### config.mk
export PLATFORM = sky130hd
export DESIGN_NAME = opmask_register_unit
export DESIGN_NICKNAME = d
export VERILOG_FILES = /design/src/hw/rtl/opm_pkg.sv /design/src/hw/rtl/opmask_register_unit.sv
export SDC_FILE = /design/constraint.sdc
export NUM_CORES = 2
export LEC_CHECK = 0
export ABC_CLOCK_PERIOD_IN_PS = 30200
export BUFFER_PORTS_ARGS = -buffer_cell sky130_fd_sc_hd__buf_2
export CAP_MARGIN = 10
export CORE_MARGIN = 5
export CORE_UTILIZATION = 45
export CTS_BUF_LIST = sky130_fd_sc_hd__clkbuf_8 sky130_fd_sc_hd__clkbuf_16
export CTS_CLUSTER_DIAMETER = 100
export DETAILED_ROUTE_END_ITERATION = 8
export PLACE_DENSITY = 0.72
export SKIP_CTS_REPAIR_TIMING = 1
export SLEW_MARGIN = 20
export SYNTH_ARGS = -nofsm -noshare
export SYNTH_HDL_FRONTEND = slang
export SYNTH_SLANG_ARGS = --single-unit
### constraint.sdc
create_clock -name clock -period 30.2 [get_ports clock]
set_input_delay 1.51 -clock clock [delete_from_list [all_inputs] [get_ports clock]]
set_output_delay 1.51 -clock clock [all_outputs]
set_load 0.01 [all_outputs]
### src/hw/rtl/opm_pkg.sv
// ----------------------------------------------------------------------------
// opm_pkg
// Shared opcodes, widths and helpers of the opmask register unit.
// ----------------------------------------------------------------------------
package opm_pkg;

   localparam int DATA_W  = 64;
   localparam int OP_W    = 4;
   localparam int WSEL_W  = 2;
   localparam int RIDX_W  = 3;
   localparam int CNT_W   = 8;

   typedef logic [DATA_W-1:0] data_type;
   typedef logic [OP_W-1:0]   op_type;

   localparam op_type OP_MOV    = 4'd0;
   localparam op_type OP_ADD    = 4'd1;
   localparam op_type OP_AND    = 4'd2;
   localparam op_type OP_ANDN   = 4'd3;
   localparam op_type OP_OR     = 4'd4;
   localparam op_type OP_XOR    = 4'd5;
   localparam op_type OP_XNOR   = 4'd6;
   localparam op_type OP_NOT    = 4'd7;
   localparam op_type OP_SHL    = 4'd8;
   localparam op_type OP_SHR    = 4'd9;
   localparam op_type OP_UNPACK = 4'd10;
   localparam op_type OP_ORTEST = 4'd11;
   localparam op_type OP_TEST   = 4'd12;

   localparam logic [WSEL_W-1:0] W_8  = 2'd0;
   localparam logic [WSEL_W-1:0] W_16 = 2'd1;
   localparam logic [WSEL_W-1:0] W_32 = 2'd2;
   localparam logic [WSEL_W-1:0] W_64 = 2'd3;

   function automatic data_type width_mask(input logic [WSEL_W-1:0] sel);
      data_type m;
      case (sel)
         W_8:     m = 64'h0000_0000_0000_00ff;
         W_16:    m = 64'h0000_0000_0000_ffff;
         W_32:    m = 64'h0000_0000_ffff_ffff;
         default: m = 64'hffff_ffff_ffff_ffff;
      endcase
      return m;
   endfunction

   function automatic logic [CNT_W-1:0] width_bits(input logic [WSEL_W-1:0] sel);
      return CNT_W'(8) << sel;
   endfunction

endpackage

### src/hw/rtl/opmask_register_unit.sv
// ----------------------------------------------------------------------------
// opmask_register_unit
// Executes one opmask instruction per item against a file of 64-bit mask
// registers held in a synchronous two-read, one-write memory.
// ----------------------------------------------------------------------------
//  channel | ports                         | direction
//  req     | req_valid, req_stall, req_*   | item in: opcode, indexes, operands
//  rsp     | rsp_valid, rsp_stall, rsp_*   | item out: result, write and flags
//
//  Each item first reads the register file, then executes and writes back;
//  the next item is taken once the write has landed.
//  Reset clears per-register valid bits; an invalid register reads as zero.
//  The result register frees the execute stage, so a stalled rsp holds at
//  most one item in execute and one at the output.
// ----------------------------------------------------------------------------
module opmask_register_unit
   import opm_pkg::*;
#(
   parameter int NUM_MASK_REGS = 8
) (
   input  logic                clock,
   input  logic                reset,
   input  logic                req_valid,
   output logic                req_stall,
   input  logic [OP_W-1:0]     req_type,
   input  logic [WSEL_W-1:0]   req_width_sel,
   input  logic [RIDX_W-1:0]   req_dest_index,
   input  logic [RIDX_W-1:0]   req_src1_index,
   input  logic [RIDX_W-1:0]   req_src2_index,
   input  logic                req_src_is_external,
   input  logic                req_dest_is_external,
   input  logic [DATA_W-1:0]   req_external_value,
   input  logic [CNT_W-1:0]    req_shift_count,
   output logic                rsp_valid,
   input  logic                rsp_stall,
   output logic [DATA_W-1:0]   rsp_result_value,
   output logic                rsp_reg_written,
   output logic                rsp_flags_valid,
   output logic                rsp_zero_flag,
   output logic                rsp_carry_flag
);

   localparam int IDX_W = (NUM_MASK_REGS > 1) ? $clog2(NUM_MASK_REGS) : 1;

   data_type                 mem [NUM_MASK_REGS];
   logic [NUM_MASK_REGS-1:0] vld_ff, vld_in;

   logic                stg_vld_ff, stg_vld_in;
   op_type              op_ff;
   logic [WSEL_W-1:0]   wsel_ff;
   logic [IDX_W-1:0]    dst_ff;
   logic                dst_ok_ff;
   logic                dst_ext_ff;
   logic                src_ext_ff;
   data_type            ext_ff;
   logic [CNT_W-1:0]    cnt_ff;
   logic                s1_ok_ff, s2_ok_ff;
   data_type            rd1_ff, rd2_ff;

   logic                rsp_valid_ff, rsp_valid_in;
   data_type            res_ff;
   logic                wr_ff, fv_ff, zf_ff, cf_ff;

   logic                req_acc, out_load, wr_en;
   logic [IDX_W-1:0]    a1, a2;
   logic                s1_in_range, s2_in_range, d_in_range;
   data_type            m, s1, s2, a, b, hm, res;
   logic [CNT_W-1:0]    bits;
   logic                store, fv, zf, cf, too_big;

   assign req_acc     = req_valid && !req_stall;
   assign req_stall   = stg_vld_ff;
   assign out_load    = stg_vld_ff && (!rsp_valid_ff || !rsp_stall);
   assign a1          = IDX_W'(req_src1_index);
   assign a2          = IDX_W'(req_src2_index);
   assign s1_in_range = 32'(req_src1_index) < NUM_MASK_REGS;
   assign s2_in_range = 32'(req_src2_index) < NUM_MASK_REGS;
   assign d_in_range  = 32'(req_dest_index) < NUM_MASK_REGS;

   // execute
   always_comb begin
      m       = width_mask(wsel_ff);
      bits    = width_bits(wsel_ff);
      s1      = s1_ok_ff ? rd1_ff : '0;
      s2      = src_ext_ff ? ext_ff : (s2_ok_ff ? rd2_ff : '0);
      a       = s1 & m;
      b       = s2 & m;
      too_big = cnt_ff >= bits;
      hm      = m >> (bits >> 1);
      res     = '0;
      store   = 1'b1;
      fv      = 1'b0;
      zf      = 1'b0;
      cf      = 1'b0;
      case (op_ff)
         OP_MOV:  res = b;
         OP_ADD:  res = a + b;
         OP_AND:  res = a & b;
         OP_ANDN: res = ~a & b;
         OP_OR:   res = a | b;
         OP_XOR:  res = a ^ b;
         OP_XNOR: res = ~(a ^ b);
         OP_NOT:  res = ~b;
         OP_SHL:  res = too_big ? '0 : (b << cnt_ff[5:0]);
         OP_SHR:  res = too_big ? '0 : (b >> cnt_ff[5:0]);
         OP_UNPACK: begin
            if (wsel_ff == W_8) begin
               store = 1'b0;
            end else begin
               res = ((s1 & hm) << (bits >> 1)) | (s2 & hm);
            end
         end
         OP_ORTEST: begin
            store = 1'b0;
            fv    = 1'b1;
            zf    = (a | b) == '0;
            cf    = (a | b) == m;
         end
         OP_TEST: begin
            store = 1'b0;
            fv    = 1'b1;
            zf    = (a & b) == '0;
            cf    = (b & ~a) == '0;
         end
         default: store = 1'b0;
      endcase
      res &= m;
   end

   assign wr_en = out_load && store && !dst_ext_ff && dst_ok_ff;

   // register file
   always_ff @(posedge clock) begin
      if (req_acc) begin
         rd1_ff <= mem[a1];
         rd2_ff <= mem[a2];
      end
      if (wr_en) begin
         mem[dst_ff] <= res;
      end
   end

   always_comb begin
      vld_in = vld_ff;
      if (wr_en) begin
         vld_in[dst_ff] = 1'b1;
      end
      stg_vld_in = req_acc ? 1'b1 : (out_load ? 1'b0 : stg_vld_ff);
      rsp_valid_in = out_load ? 1'b1 : (rsp_stall ? rsp_valid_ff : 1'b0);
   end

   always_ff @(posedge clock) begin
      if (reset) begin
         vld_ff       <= '0;
         stg_vld_ff   <= 1'b0;
         rsp_valid_ff <= 1'b0;
      end else begin
         vld_ff       <= vld_in;
         stg_vld_ff   <= stg_vld_in;
         rsp_valid_ff <= rsp_valid_in;
      end
   end

   always_ff @(posedge clock) begin
      if (req_acc) begin
         op_ff      <= req_type;
         wsel_ff    <= req_width_sel;
         dst_ff     <= IDX_W'(req_dest_index);
         dst_ok_ff  <= d_in_range;
         dst_ext_ff <= req_dest_is_external;
         src_ext_ff <= req_src_is_external;
         ext_ff     <= req_external_value;
         cnt_ff     <= req_shift_count;
         s1_ok_ff   <= s1_in_range && vld_ff[a1];
         s2_ok_ff   <= s2_in_range && vld_ff[a2];
      end
      if (out_load) begin
         res_ff <= (fv) ? '0 : res;
         wr_ff  <= wr_en;
         fv_ff  <= fv;
         zf_ff  <= zf;
         cf_ff  <= cf;
      end
   end

   assign rsp_valid        = rsp_valid_ff;
   assign rsp_result_value = res_ff;
   assign rsp_reg_written  = wr_ff;
   assign rsp_flags_valid  = fv_ff;
   assign rsp_zero_flag    = zf_ff;
   assign rsp_carry_flag   = cf_ff;

   a_acc_fills_stage: assert property (@(posedge clock) disable iff (reset)
      req_acc |=> stg_vld_ff)
      else $error("accepted item did not reach execute");

   a_write_when_leaving: assert property (@(posedge clock) disable iff (reset)
      wr_en |-> (stg_vld_ff && out_load))
      else $error("register write without an item leaving execute");

   a_flags_no_write: assert property (@(posedge clock) disable iff (reset)
      rsp_valid_ff |-> !(fv_ff && wr_ff))
      else $error("test item wrote a mask register");

   a_wr_sets_valid: assert property (@(posedge clock) disable iff (reset)
      wr_en |=> vld_ff[$past(dst_ff)])
      else $error("written register not marked valid");

endmodule
Word-level counts from Yosys, hierarchy flattened:

Memories as Yosys holds them, arrays and structs flattened. A register that Yosys moved wholly into a read port is not among the register bits.
Index checks and enable logic that the tools add are counted.

* output and inout bits: 70
* memories kept: 1
* bits in registers: 163
* memory bits (writable): 512

* multiplexer cells: 25
* bitwise logic cells: 14
* $lt $le $gt $ge: 5
* eq/ne operators: 16
* reductions and logical operators: 18
* shifts and indexed selects: 5
* add/sub/neg operators: 1

Memory list
* mem: words 8, width 64, rd ports 2, clocked after memory_dff 2, write ports 1, RTL line opmask_register_unit.sv:45 `data_type mem [NUM_MASK_REGS];`

Operators by type and width (number)
* $pmux W64 S11: 1
* $and A64 B64 Y64: 7
* $mux W64: 6
* $logic_not A64 Y1: 3
* $not A64 Y64: 3
* $pmux W64 S3: 1
* $or A64 B64 Y64: 2
* $add A64 B64 Y64: 1
* $eq A64 B64 Y1: 1
* $shl A64 B6 Y64: 1
* $shl A64 B7 Y64: 1
* $shr A64 B6 Y64: 1
* $shr A64 B7 Y64: 1
* $xor A64 B64 Y64: 1
* $eq A4 B4 Y1 const B: 5
* $eq A4 B3 Y1 const B: 4
* $lt A3 B4 Y1 const B: 3
* $mux W1: 11
* $reduce_or A10 Y1: 1
* $eq A4 B2 Y1 const B: 2
* $ge A8 B8 Y1: 1
* $or A8 B8 Y8: 1
* $shl A4 B2 Y8 const A: 1
* $bmux W1 S3: 2
* 14 further kinds: 23

Longest topological paths before layout:

* depth in word-level cells: 9
* gate-level depth with buffers: 20

Worst setup path after synthesis:

Ideal clock, no wire load.

* path type: input to register
* start point: input rsp_stall
* end point: memory mem[0][0] in the netlist's numbering, enable pin
* setup time: 0.567 ns
* required time: 29.633 ns
* arrival time: 11.639 ns
* stages on the path: 4
* path buffers: 0
* path slack: 17.994 ns
* path through: a21boi_0 -> nor3b_1 -> nand2b_1 -> nor3_1

* longest elaborated chain between the ends: 7

Ends and longest elaborated chain
* start, declared: RTL line opmask_register_unit.sv:35 `input logic rsp_stall,`
* $logic_not A1 Y1: RTL line opmask_register_unit.sv:73 `assign out_load = stg_vld_ff && (!rsp_valid_ff || !rsp_stall);`
* $logic_or A1 B1 Y1: RTL line opmask_register_unit.sv:73
* $logic_and A1 B1 Y1: RTL line opmask_register_unit.sv:73
* $logic_and A1 B1 Y1 (2 in series): RTL line opmask_register_unit.sv:130 `assign wr_en = out_load && store && !dst_ext_ff && dst_ok_ff;`
* named net wr_en: RTL line opmask_register_unit.sv:64 `logic req_acc, out_load, wr_en;`
* $mux W1: RTL line opmask_register_unit.sv:138 `if (wr_en) begin`
* $mux W1 (not written as such): RTL line opmask_register_unit.sv:139 `mem[dst_ff] <= res;`
* end, declared: RTL line opmask_register_unit.sv:45

The timed path passes the listed nets, and every way through them passes these cells.

Worst setup path in the final report:

* start point: register wsel_ff[1]
* end point: memory mem[0][53] in the netlist's numbering (data pin)

* longest elaborated chain between the ends: 9
* elaborated cells between the ends (all ways): 28
* classes of those cells: add/sub: 1; order compare: 1; eq/ne: 2; shift: 5; mux: 5; bitwise: 13; reduce/logical: 1

Ends and longest elaborated chain
* start, declared: RTL line opmask_register_unit.sv:50 `logic [WSEL_W-1:0] wsel_ff;`
* start signal, assigned: RTL line opmask_register_unit.sv:167 `wsel_ff <= req_width_sel;`
* $eq A2 B2 Y1 (tied with other cells): RTL line opm_pkg.sv:37 `case (sel)`
* $pmux W64 S3: RTL line opm_pkg.sv:37
* $shr A64 B7 Y64: RTL line opmask_register_unit.sv:89 `hm = m >> (bits >> 1);`
* $and A64 B64 Y64: RTL line opmask_register_unit.sv:110 `res = ((s1 & hm) << (bits >> 1)) | (s2 & hm);`
* $shl A64 B7 Y64: RTL line opmask_register_unit.sv:110
* $or A64 B64 Y64: RTL line opmask_register_unit.sv:110
* $mux W64: RTL line opmask_register_unit.sv:107 `if (wsel_ff == W_8) begin`
* $pmux W64 S11: RTL line opmask_register_unit.sv:95 `case (op_ff)`
* $and A64 B64 Y64 *: RTL line opmask_register_unit.sv:127 `res &= m;`
* named net res[53]: RTL line opmask_register_unit.sv:67 `data_type m, s1, s2, a, b, hm, res;`

Mark *: on every way through the listed nets, which the timed path passes. The rest lies on a longest branch.

==> reports/metrics.yaml <==
numCtsBuffers: 84
io_buffer_count: 162
violations: "design-rule violations"
antenna_found_initial: 18
rows: 127
cts_sinks: 803
finalMaxSlewViolations: 0
cp_max_fo: 51
fin_crit_sh_pct: 21.93
worstMarginPinSlew_ps: 1255
hold_viol: 0
maxCapViolations: 0
yosysUniqueCellTypes: 95
synthTopCellsByArea: "edfxtp_1, mux4_2, ha_1, mux2_2, a21oi_1"
fmaxAchievable_ghz: 0.1510
hold_class: "flip-flop to flip-flop"
outcome: "finished, violations left"
synth.most_common_cell: "edfxtp_1"
slew_headroom_pct: 16.03
cts_tree: "built"
path_cells: "buf_4 -> nor2_1 -> inv_1 -> and3_1 -> ha_1 -> nand4_1 -> a2111oi_0 -> o31ai_1 -> buf_4 -> a21oi_1 -> o31ai_2 -> xor2_1 -> o221ai_1 -> and2_1"
r2r-start: "wsel_ff[1]"
gr-total-overflow: 0
synth-seq-area-share_pct: 44.39
rsz0062_at_grt: "false"
p_leak_nw: 20.35
synth_top_area_cell: "edfxtp_1"
cp_slowest_cell: "nor2_1"
cts.path.max_buffers: 3
avgSynthCellArea_sq_um: 11.75
ys.flop_type: "edfxtp_1"
grt.busiest_layer: "met2"
route.antenna.remaining_nets: 0
grt_pass1_vias: 42750
fin_crit_ps: 6621
die_w_um: 356.7
netlist_area_sq_mm: 0.05410
synth_cells: 4604
cts.htree.levels: 3
critPathMaxStageDelay_ps: 880
use_met3_pct: 12.95
io_pins: 163
placed_cells: 6127
met2_usage_pct: 51.97
hpwl_um: 175500
cp-startpoint: "wsel_ff[1]"
grt_use_met1_pct: 49.48
drtIter0Drc: 8414
drc: 27
yosysWarnings: 0
cp.arrival_ps: 7040
fin_cells: 6291
synth_seq_cells: 803
grt_max_degree: 95
via_count: 45450
end_kind: "flip-flop"
die_h_um: 356.7
min_from: "vld_ff[6]"
grt_pass1_wl_um: 330900
syn_to_final_growth_pct: 9.591
required_ps: 30610
place_ws_ps: 23960
synthArstFlopShare_pct: 0
clkTransAtPathRegs_ps: 60
synth_top_area_share_pct: 44.02
crit_top_cell: "buf_4"
wire_per_inst_um: 37.92
grt_usage_pct: 36.62
synth_commonest_cells: "edfxtp_1, mux4_2, nand2_1"
fin_area_sq_mm: 0.05929
setup_viol: 0
postSynthNetCount: 4891
place_area_sq_mm: 0.05663
crit_type: "flip-flop to flip-flop"
detail_route.vias_per_cell: 7.225
final_nets: 4889
clk_root_buffer_cell: "clkbuf_16"
clock-skew-final_ps: 66.03
cp-start-kind: "flip-flop"
utilization_pct: 49.55
vdd_drop_max_mv: 0.04976
final.setup.tns_ps: 0
layout-drive-gt1-share_pct: 22.27
place_congestion: 1.112
start_util_pct: 45.21
first_pass_iters: 9
p_per_area_mw_per_mm2: 47.86
core_sq_mm: 0.1197
clk_latency_ps: 730
dieArea_sq_mm: 0.1273
synth-edff-count: 793
wl_um: 238500
fin_ws_ps: 23580
-- registers in the layout, summed over array words and instances (netlist names), 2 cells and up --
register and flops:
mem 512, ext_ff 64, rd1_ff 64, rd2_ff 64, rsp_result_value 64, cnt_ff 8
vld_ff 8, op_ff 4, dst_ff 3, wsel_ff 2
-- metal layers --
layer / vias up / part of all wire (%)
met5: - / 0.036
met4: 14 / 6.9
met3: 746 / 15
met2: 3851 / 41
met1: 22590 / 37
li1: 18250 / -
-- cells in the final DEF (no fill, tap or decap), types with 59 or more instances in the layout --
master / instances
a211oi_1: 71
a21oi_1: 293
a22oi_1: 60
a31oi_1: 64
and2_1: 109
buf_2: 156
buf_4: 142
clkbuf_16: 84
edfxtp_1: 793
ha_1: 193
inv_1: 176
mux2_2: 158
mux2i_1: 105
mux4_2: 380
nand2_1: 316
nand3_1: 82
nand4_1: 75
nor2_1: 300
nor3_1: 61
nor4_1: 59
o21ai_0: 171
o22ai_1: 59
-- cells by family (layout without fill, tap and decap cells) --
| family | after synthesis | count (layout) | synth area share (%) |
|---|---|---|---|
| AOI/OAI and AO/OA | 1155 | 1155 | 14.31 |
| other | 0 | 14 | 0 |
| buffers and inverters | 561 | 622 | 4.073 |
| xor gates and xnor gates | 37 | 37 | 0.5990 |
| adders and majority gates | 194 | 194 | 4.501 |
| and+or+nand+nor | 1210 | 1210 | 11.06 |
| DFF | 803 | 803 | 44.39 |
| muxes | 644 | 644 | 21.07 |
-- critical path: cells and delay by family (launching register included) --
kind / cells / cell delay [ps]
flops: 1 / 370
compound gates: 5 / 1920
xor+xnor: 1 / 440
buf+inv: 3 / 1130
fa+ha+maj: 1 / 490
simple gates: 4 / 1950
-- final cells by class --
type / count / area (sq um)
antenna: 14 / 35.03
multi-input combinational: 3240 / 28050
sequential: 803 / 24010
clock inverter: 65 / 498.0
tap: 1612 / 2017
fill: 10330 / 60360
inverter: 169 / 639.4
clock buffer: 84 / 2102
timing repair buffer: 304 / 1931
-- path summary, 6_finish.rpt --
path,end,slack (ps),cells past startpoint
min reg2reg,vld_ff[6],490,2
max,mem[0][53],23580,14
max reg2reg,mem[0][53],23580,14
min,vld_ff[6],490,2
-- power by group --
group	leakage (nW)	internal [W]	switching, W
Combinational	11.5	0.000179	0.000374
Clock	1.32	0.000531	0.000454
Sequential	7.49	0.00127	0.0000316
-- through the flow --
step                total power [W]  hold WS (ps)
floorplan                  0.001635         451.9
detailed placement         0.001845         479.4
global route               0.002915         526.0
CTS                        0.002821         493.1
global placement           0.001844         463.1
finish                     0.002838         494.4
Note: power is estimated with default switching activity, not from simulation.
